File: config.mk
export PLATFORM = sky130hd
export DESIGN_NAME = base64url_decoder
export DESIGN_NICKNAME = d
export VERILOG_FILES = /design/src/sv/b64d_pkg.sv /design/src/sv/base64url_decoder.sv
export SDC_FILE = /design/constraint.sdc
export NUM_CORES = 1
export LEC_CHECK = 0
export BUFFER_PORTS_ARGS = -buffer_cell sky130_fd_sc_hd__buf_2
export CAP_MARGIN = 0
export CORE_ASPECT_RATIO = 1.4
export CORE_MARGIN = 4
export CORE_UTILIZATION = 54
export DETAILED_ROUTE_END_ITERATION = 16
export PLACE_DENSITY = 0.77
export SLEW_MARGIN = 5
export SYNTH_ARGS = -nofsm -noshare
export SYNTH_HDL_FRONTEND = slang
export SYNTH_SLANG_ARGS = --single-unit
File: constraint.sdc
create_clock -name clk -period 3.4 [get_ports clk]
set_input_delay 0.17 -clock clk [delete_from_list [all_inputs] [get_ports clk]]
set_output_delay 0.17 -clock clk [all_outputs]
set_load 0.05 [all_outputs]
File: src/sv/b64d_pkg.sv
// b64d_pkg: types, constants and the symbol table for the base64url decoder
// used by base64url_decoder; depends on nothing else

package b64d_pkg;

  localparam int unsigned COUNT_BITS_DEF = 16;
  localparam logic [15:0] CAP_RESET      = 16'hFFFF;

  localparam logic [7:0] CHAR_TERM  = 8'h00;
  localparam logic [7:0] CHAR_PAD   = 8'h3D;  // '='
  localparam logic [7:0] CHAR_MINUS = 8'h2D;  // '-'
  localparam logic [7:0] CHAR_UNDER = 8'h5F;  // '_'
  localparam logic [7:0] CHAR_PLUS  = 8'h2B;  // '+'
  localparam logic [7:0] CHAR_SLASH = 8'h2F;  // '/'
  localparam logic [7:0] CHAR_UPPER_A = 8'h41;
  localparam logic [7:0] CHAR_UPPER_Z = 8'h5A;
  localparam logic [7:0] CHAR_LOWER_A = 8'h61;
  localparam logic [7:0] CHAR_LOWER_Z = 8'h7A;
  localparam logic [7:0] CHAR_DIGIT_0 = 8'h30;
  localparam logic [7:0] CHAR_DIGIT_9 = 8'h39;

  localparam logic [5:0] SYM_LOWER_BASE = 6'd26;
  localparam logic [5:0] SYM_DIGIT_BASE = 6'd52;
  localparam logic [5:0] SYM_62         = 6'd62;
  localparam logic [5:0] SYM_63         = 6'd63;

  typedef enum logic [1:0] {
    ST_OK        = 2'd0,
    ST_BAD_CHAR  = 2'd1,
    ST_OVER_CAP  = 2'd2,
    ST_BAD_TRAIL = 2'd3
  } status_t;

  typedef struct packed {
    logic        ok;
    logic [5:0]  value;
  } sym_t;

  typedef struct packed {
    logic [7:0]  out_byte;
    logic        is_final;
    status_t     status;
    logic [15:0] byte_count;
  } result_t;

  function automatic sym_t symbol_value(input logic [7:0] c);
    sym_t s;
    s.ok    = 1'b1;
    s.value = '0;
    if (c >= CHAR_UPPER_A && c <= CHAR_UPPER_Z) begin
      s.value = 6'(c - CHAR_UPPER_A);
    end else if (c >= CHAR_LOWER_A && c <= CHAR_LOWER_Z) begin
      s.value = 6'(c - CHAR_LOWER_A) + SYM_LOWER_BASE;
    end else if (c >= CHAR_DIGIT_0 && c <= CHAR_DIGIT_9) begin
      s.value = 6'(c - CHAR_DIGIT_0) + SYM_DIGIT_BASE;
    end else if (c == CHAR_MINUS || c == CHAR_PLUS) begin
      s.value = SYM_62;
    end else if (c == CHAR_UNDER || c == CHAR_SLASH) begin
      s.value = SYM_63;
    end else begin
      s.ok = 1'b0;
    end
    return s;
  endfunction

endpackage

File: src/sv/base64url_decoder.sv
// base64url_decoder: streaming decoder, one character per transfer, bytes out
// depends on b64d_pkg
//
//   channel   signals                      direction  payload
//   in        in_valid / in_ready          input      char_code
//   out       out_valid / out_ready        output     out_byte, is_final, status, byte_count
//   cfg       cfg_we / cfg_data            input      output_capacity
//
// one character per cycle while in_ready is high; the decode state updates at the input
// transfer and the result lands the same edge in the output register, or in the skid
// entry while the output register waits; a two-entry output buffer lets input keep
// flowing while a result waits; in_ready drops only when both entries hold results
// rst clears decode state and buffers and sets the capacity to 65535

module base64url_decoder #(
  parameter int unsigned COUNT_BITS = b64d_pkg::COUNT_BITS_DEF
) (
  input  logic        clk,
  input  logic        rst,
  input  logic        in_valid,
  output logic        in_ready,
  input  logic [7:0]  char_code,
  output logic        out_valid,
  input  logic        out_ready,
  output logic [7:0]  out_byte,
  output logic        is_final,
  output logic [1:0]  status,
  output logic [15:0] byte_count,
  input  logic        cfg_we,
  input  logic [15:0] cfg_data
);
  import b64d_pkg::*;

  localparam int unsigned CMP_W = (COUNT_BITS > 16) ? COUNT_BITS : 16;

  logic [15:0]           output_capacity;
  logic [11:0]           bit_accumulator, bit_accumulator_next;
  logic [3:0]            pending_bits, pending_bits_next;
  logic [COUNT_BITS-1:0] bytes_emitted, bytes_emitted_next;
  status_t               error_code, error_code_next;
  logic                  padding_seen, padding_seen_next;

  result_t out_reg, skid_reg, res;
  logic    skid_valid;
  logic    res_valid;
  logic    accept;

  sym_t        sym;
  logic [11:0] acc_shift;
  logic [3:0]  pend_sum, pend_left;
  logic [11:0] trail_mask;
  logic [11:0] byte_window;
  logic        cap_hit;
  status_t     final_status;

  assign accept   = in_valid && in_ready;
  assign in_ready = !skid_valid;

  assign sym         = symbol_value(char_code);
  assign acc_shift   = {bit_accumulator[5:0], sym.value};
  assign pend_sum    = pending_bits + 4'd6;
  assign pend_left   = pend_sum - 4'd8;
  assign byte_window = acc_shift >> pend_left;
  assign trail_mask  = (12'd1 << pending_bits) - 12'd1;
  assign cap_hit     = (CMP_W'(bytes_emitted) >= CMP_W'(output_capacity))
                    || (bytes_emitted == {COUNT_BITS{1'b1}});

  always_comb begin
    final_status = error_code;
    if (error_code == ST_OK) begin
      if (pending_bits >= 4'd6 || (bit_accumulator & trail_mask) != 12'd0) begin
        final_status = ST_BAD_TRAIL;
      end
    end
  end

  always_comb begin
    bit_accumulator_next = bit_accumulator;
    pending_bits_next    = pending_bits;
    bytes_emitted_next   = bytes_emitted;
    error_code_next      = error_code;
    padding_seen_next    = padding_seen;
    res_valid            = 1'b0;
    res                  = '0;
    if (char_code == CHAR_TERM) begin
      res_valid            = 1'b1;
      res.is_final         = 1'b1;
      res.status           = final_status;
      if (final_status == ST_OK) begin
        res.byte_count = 16'(bytes_emitted);
      end
      bit_accumulator_next = '0;
      pending_bits_next    = '0;
      bytes_emitted_next   = '0;
      error_code_next      = ST_OK;
      padding_seen_next    = 1'b0;
    end else if (error_code != ST_OK || padding_seen) begin
      // ignored until terminator
    end else if (char_code == CHAR_PAD) begin
      padding_seen_next = 1'b1;
    end else if (!sym.ok) begin
      error_code_next = ST_BAD_CHAR;
    end else begin
      bit_accumulator_next = acc_shift;
      pending_bits_next    = pend_sum;
      if (pend_sum >= 4'd8) begin
        pending_bits_next = pend_left;
        if (cap_hit) begin
          error_code_next = ST_OVER_CAP;
        end else begin
          res_valid          = 1'b1;
          res.out_byte       = byte_window[7:0];
          bytes_emitted_next = bytes_emitted + 1'b1;
        end
      end
    end
  end

  always_ff @(posedge clk) begin
    if (rst) begin
      output_capacity <= CAP_RESET;
      bit_accumulator <= '0;
      pending_bits    <= '0;
      bytes_emitted   <= '0;
      error_code      <= ST_OK;
      padding_seen    <= 1'b0;
      out_valid       <= 1'b0;
      skid_valid      <= 1'b0;
    end else begin
      if (cfg_we) begin
        output_capacity <= cfg_data;
      end
      if (accept) begin
        bit_accumulator <= bit_accumulator_next;
        pending_bits    <= pending_bits_next;
        bytes_emitted   <= bytes_emitted_next;
        error_code      <= error_code_next;
        padding_seen    <= padding_seen_next;
      end
      if (out_valid && out_ready) begin
        if (skid_valid) begin
          out_reg    <= skid_reg;
          skid_valid <= 1'b0;
        end else if (accept && res_valid) begin
          out_reg <= res;
        end else begin
          out_valid <= 1'b0;
        end
      end else if (accept && res_valid) begin
        if (out_valid) begin
          skid_reg   <= res;
          skid_valid <= 1'b1;
        end else begin
          out_reg   <= res;
          out_valid <= 1'b1;
        end
      end
    end
  end

  assign out_byte   = out_reg.out_byte;
  assign is_final   = out_reg.is_final;
  assign status     = out_reg.status;
  assign byte_count = out_reg.byte_count;

endmodule
### Yosys cells after proc, flatten, opt, wreduce, memory -nomap -nowiden

Cells that the tools add are included.

| storage, ports and cells | value |
|---|---|
| flip-flop bits (word level) | 107 |
| word-level logic and storage cells | 143 |
| input bits | 29 |

| cells by class | value |
|---|---|
| multiplexer cells | 59 |
| add/subtract/negate cells | 9 |
| bitwise logic cells | 3 |
| equal/unequal tests | 14 |
| shift-type cells | 2 |
| reduce and logical (&&, ||, !) cells | 31 |
| $lt $le $gt $ge | 9 |

Operators with widths:

| cell | number |
|---|---|
| 2-to-1 mux 27 bit | 5 |
| 2-to-1 mux 16 bit | 7 |
| 2-to-1 mux 12 bit | 4 |
| 2-to-1 mux 8 bit | 6 |
| == test 8 x 6 -> 1 bit (second input constant) | 4 |
| 2-to-1 mux 6 bit | 5 |
| 2-to-1 mux 4 bit | 5 |
| 2-to-1 mux 19 bit | 1 |
| 2-to-1 mux 1 bit | 18 |
| adder 16 x 1 -> 16 bit (second input constant) | 1 |
| == test 16 bit (second input constant) | 1 |
| greater-or-equal comparator 16 bit | 1 |
| greater-or-equal comparator 8 x 7 -> 1 bit (second input constant) | 2 |
| less-or-equal comparator 8 x 7 -> 1 bit (second input constant) | 2 |
| 2-to-1 mux 2 bit | 8 |
| AND 12 bit | 1 |
| AND reduction 4 bit | 3 |
| nonzero test 12 bit | 1 |
| nonzero test 2 bit | 6 |
| left shift 1 x 4 -> 12 bit (first input constant) | 1 |
| right shift 12 x 4 -> 8 bit | 1 |
| subtractor 12 x 1 -> 12 bit (second input constant) | 1 |
| subtractor 6 bit (second input constant) | 2 |
| == test 8 x 7 -> 1 bit (second input constant) | 1 |
| other kinds (23) | 40 |

### Logic depth before layout (Yosys ltp)

| depth | value |
|---|---|
| word-level depth | 17 |
| mapped depth | 13 |

### Worst setup path after synthesis

No wires, ideal clock.

| timing | value |
|---|---|
| kind | input-to-reg |
| start | input char_code[2] |
| end | register skid_reg[0] (netlist bit) (enable) |
| data arrival time | 3.134 ns |
| setup time | 0.386 ns |
| cell stages on the path | 12 |
| path buffers | 2 |
| setup slack | -0.119 ns |
| path through | clkbuf_1 inv_1 ha_1 a21o_1 a31oi_1 nand3_2 a31oi_4 nand2_2 or3_1 buf_2 nand2_1 and4_1 |

| on the way | value |
|---|---|
| longest elaborated chain between the ends | 13 |

RTL lines:

| item | RTL line | RTL |
|---|---|---|
| start, declared | base64url_decoder.sv:22 | `input logic [7:0] char_code,` |
| branches (longest 10 deep; another with greater-or-equal comparator 8 x 6 -> 1 bit) | -- |  |
| 2-to-1 mux 1 bit (*) | base64url_decoder.sv:85 | `if (char_code == CHAR_TERM) begin` |
| logical AND 1 bit (*) | base64url_decoder.sv:149 | `end else if (accept && res_valid) begin` |
| AND reduction 4 bit (no line) (*) | -- |  |
| end signal, assigned | base64url_decoder.sv:151 | `skid_reg <= res;` |
| end, declared | base64url_decoder.sv:43 | `result_t out_reg, skid_reg, res;` |

Mark *: on every way between the ends.
A chain may end at the register's enable or synchronous reset.

==> results.ini <==
[global_route]
grt_start_max_net_pins=32
antenna_found_initial=0
grt_first_pass_wirelength_mm=22.4
grt_overflow=0
grt_usage_pct=22.2
grt_pass1_vias=4753

[detailed_routing]
wl_mm=13.7
drt_iter0_markers=241
post_drt_wl_per_cell_um=17.5
vias=4779
drt_first_pass_iters=5
viasPerCell=6.10
drc=0
postRouteAntennaNets=0

[clock_network]
clock_sinks=106
cts_tree=yes
clkTransAtPathRegs_ns=0.07
ctsRootBufferMaster=clkbuf_16
clockBufferDepth=2
numCtsBuffers=9
insertion_delay_ns=0.34
cts.htree.levels=3
ctsHoldBuffers=0

[worst_setup_path]
r2r-start=pending_bits[1]$_SDFFE_PP0P_
r2r_end=byte_count[0]$_DFFE_PP_
endpoint_kind=flip-flop
required_ns=3.49
cp_cell_sequence=inv_1, ha_1, nand2b_1, ha_2, nor2b_1, nor3b_1, o211ai_1, and3_1, o311ai_1, nor4_1, buf_4, and2_1, mux2_2
rrSetupSlack_ns=0.31
cp_data_arrival_time_ns=3.18
crit_type=reg2reg
critPathSlowestCell=dfxtp_1
crit_fanout=16
slowest_delay_ns=0.33
start_kind=flip-flop
reg2reg_depth=13
crit_family=simple AND/OR/NAND/NOR gates
cp.buffers_inverters=2

[timing]
rsz0062_at_grt=no
fin_setup_tns_ns=0
worst_slew_pin_slew_ns=1.03
timing.final.crit_share_pct=90.9
slew_headroom_pct=30.8
layout_min_cycle_time_ns=3.09
slew_viol_final=0
hold_violations=0
fmax_mhz=323
fin_skew_ns=0.00863
setup_violations=0

[finish]
finish.instance_area_um2=6680
multi_input_area_um2=2930
fill_cells=885
seqCellArea_um2=2660
layout.nets=702
final_cell_mix=buf_2 (57), edfxtp_1 (54), dfxtp_1 (52), nand2_1 (46), nor2_1 (44)
final_common_cell=buf_2
antenna_cells=0
syn_to_final_growth_pct=14.2
largest_reg_flops=27
drive_gt1_share_pct=21.2

[synthesis]
synth_ff_type=edfxtp_1
synth_warnings=0
synth_nets=643
synthArstFlopShare_pct=0
synth_area_per_cell_um2=10.0
postSynthCellCount=582
ys_seq_elements=106
synth_edf_count=54
synth_area_um2=5850
synth.distinct_cells=72
yosysSeqAreaShare_pct=45.5

[die]
num_io_pins=58
rows=44
initial_utilization_pct=55.9
coreArea_um2=10500
die_y_um=131
die_x_um=96.0
die-area_um2=12600

[placement]
routabilityCongestion=0.874
place_area_um2=6370
numPortBuffers=57
dp_hpwl_mm=10.2

[power_and_ir_drop]
leakagePower_uw=0.00269
p_per_area_nw_per_um2=400
ir_drop_mv=0.257

[hold_path]
holdPathEnd=output_capacity[7]$_SDFFE_PP1P_
hold_class=in2reg
min_from=cfg_data[7]
holdPathStages=3

[flow_run]
cap_violations=0

[status]
status=finished, final reports clean

-- cell type report --
class | instances | share of cell area, %
sequential | 106 | 39.9
clock buffer | 10 | 3.43
tap | 138 | 2.59
clock inverter | 6 | 1.07
inverter | 35 | 1.97
timing repair buffer | 79 | 7.12
multi-input combinational | 410 | 43.9
-- cells by family (layout without fill, tap and decap cells) --
logic type      count (synthesis)  count (layout)  share of synthesized area (%)
xor+xnor                        6               6                          0.899
other cells                     1               1                         0.0641
flops                         106             106                           45.5
fa+ha+maj                      32              32                           6.85
simple gates                  195             195                           17.0
buf+inv                        66             130                           4.39
mux                            30              30                           5.67
compound gates                146             146                           19.6
-- routing by layer --
metal,GRT usage [%],share of wire (%)
met5,0,0
met1,24.7,38
met2,40.5,55
met3,3.32,4.4
met4,9.41,3.2
-- what timing repair did --
item                                    in CTS  in global routing
buffers inserted                             0                  0
resized for setup                            0                  1
hold endpoints to repair                     0                  0
endpoints found under the setup margin       0                  1
-- through the flow --
| step | setup WS (ns) | std cells | hold WS, ns | power, uW | util [%] |
|---|---|---|---|---|---|
| 3_5_place_dp | 0.174 | 768 | 0.390 | 1660 | 60.9 |
| 4_1_cts | 0.277 | 784 | 0.0335 | 2680 | 63.8 |
| 2_1_floorplan | 0.118 | 582 | 0.288 | 1580 | - |
| 6_report | 0.309 | 784 | 0.0412 | 2670 | 63.8 |
| 5_1_grt | 0.0175 | 784 | 0.0611 | 2760 | 63.8 |
| 3_3_place_gp | 0.267 | 768 | 0.386 | 1650 | 60.9 |
-- worst max path at each step --
stage,cells past startpoint,from,to
2_1_floorplan,12,char_code[2],skid_reg[0]$_DFFE_PP_
3_3_place_gp,12,char_code[0],skid_reg[9]$_DFFE_PP_
3_5_place_dp,11,char_code[0],out_byte[6]$_DFFE_PP_
4_1_cts,12,pending_bits[1]$_SDFFE_PP0P_,byte_count[1]$_DFFE_PP_
5_1_grt,13,pending_bits[1]$_SDFFE_PP0P_,byte_count[1]$_DFFE_PP_
6_report,13,pending_bits[1]$_SDFFE_PP0P_,byte_count[0]$_DFFE_PP_
-- synthesized netlist by cell type (all sizes together) (8+ instances only) --
library cell	count	area, um2
nor2b	8	50.1
and3	12	75.1
nand3	15	85.1
nor2	44	165
edfxtp	54	1620
dfxtp	52	1040
o21ai	17	85.1
o31ai	12	90.1
a21oi	19	95.1
mux2	25	282
o2111ai	14	123
o211ai	18	135
nand4	9	56.3
ha	32	400
and2	19	119
or3	10	62.6
a22oi	14	105
clkbuf	24	90.1
nand2	47	179
nand2b	9	56.3
inv	35	131
-- report_power, final --
group | switching [uW] | internal (uW) | leakage (uW)
sequential | 11.0 | 1350 | 0.000920
clock | 455 | 580 | 0.000145
combinational | 168 | 104 | 0.00162
total | 634 | 2030 | 0.00269
-- worst reg2reg max path, cell delays in order, from the launching register on --
cell	delay, ns
dfxtp_1	0.33
inv_1	0.13
ha_1	0.32
nand2b_1	0.12
ha_2	0.24
nor2b_1	0.24
nor3b_1	0.21
o211ai_1	0.11
and3_1	0.19
o311ai_1	0.18
nor4_1	0.11
buf_4	0.21
and2_1	0.19
mux2_2	0.27
Power figures use the tool's default switching activity.
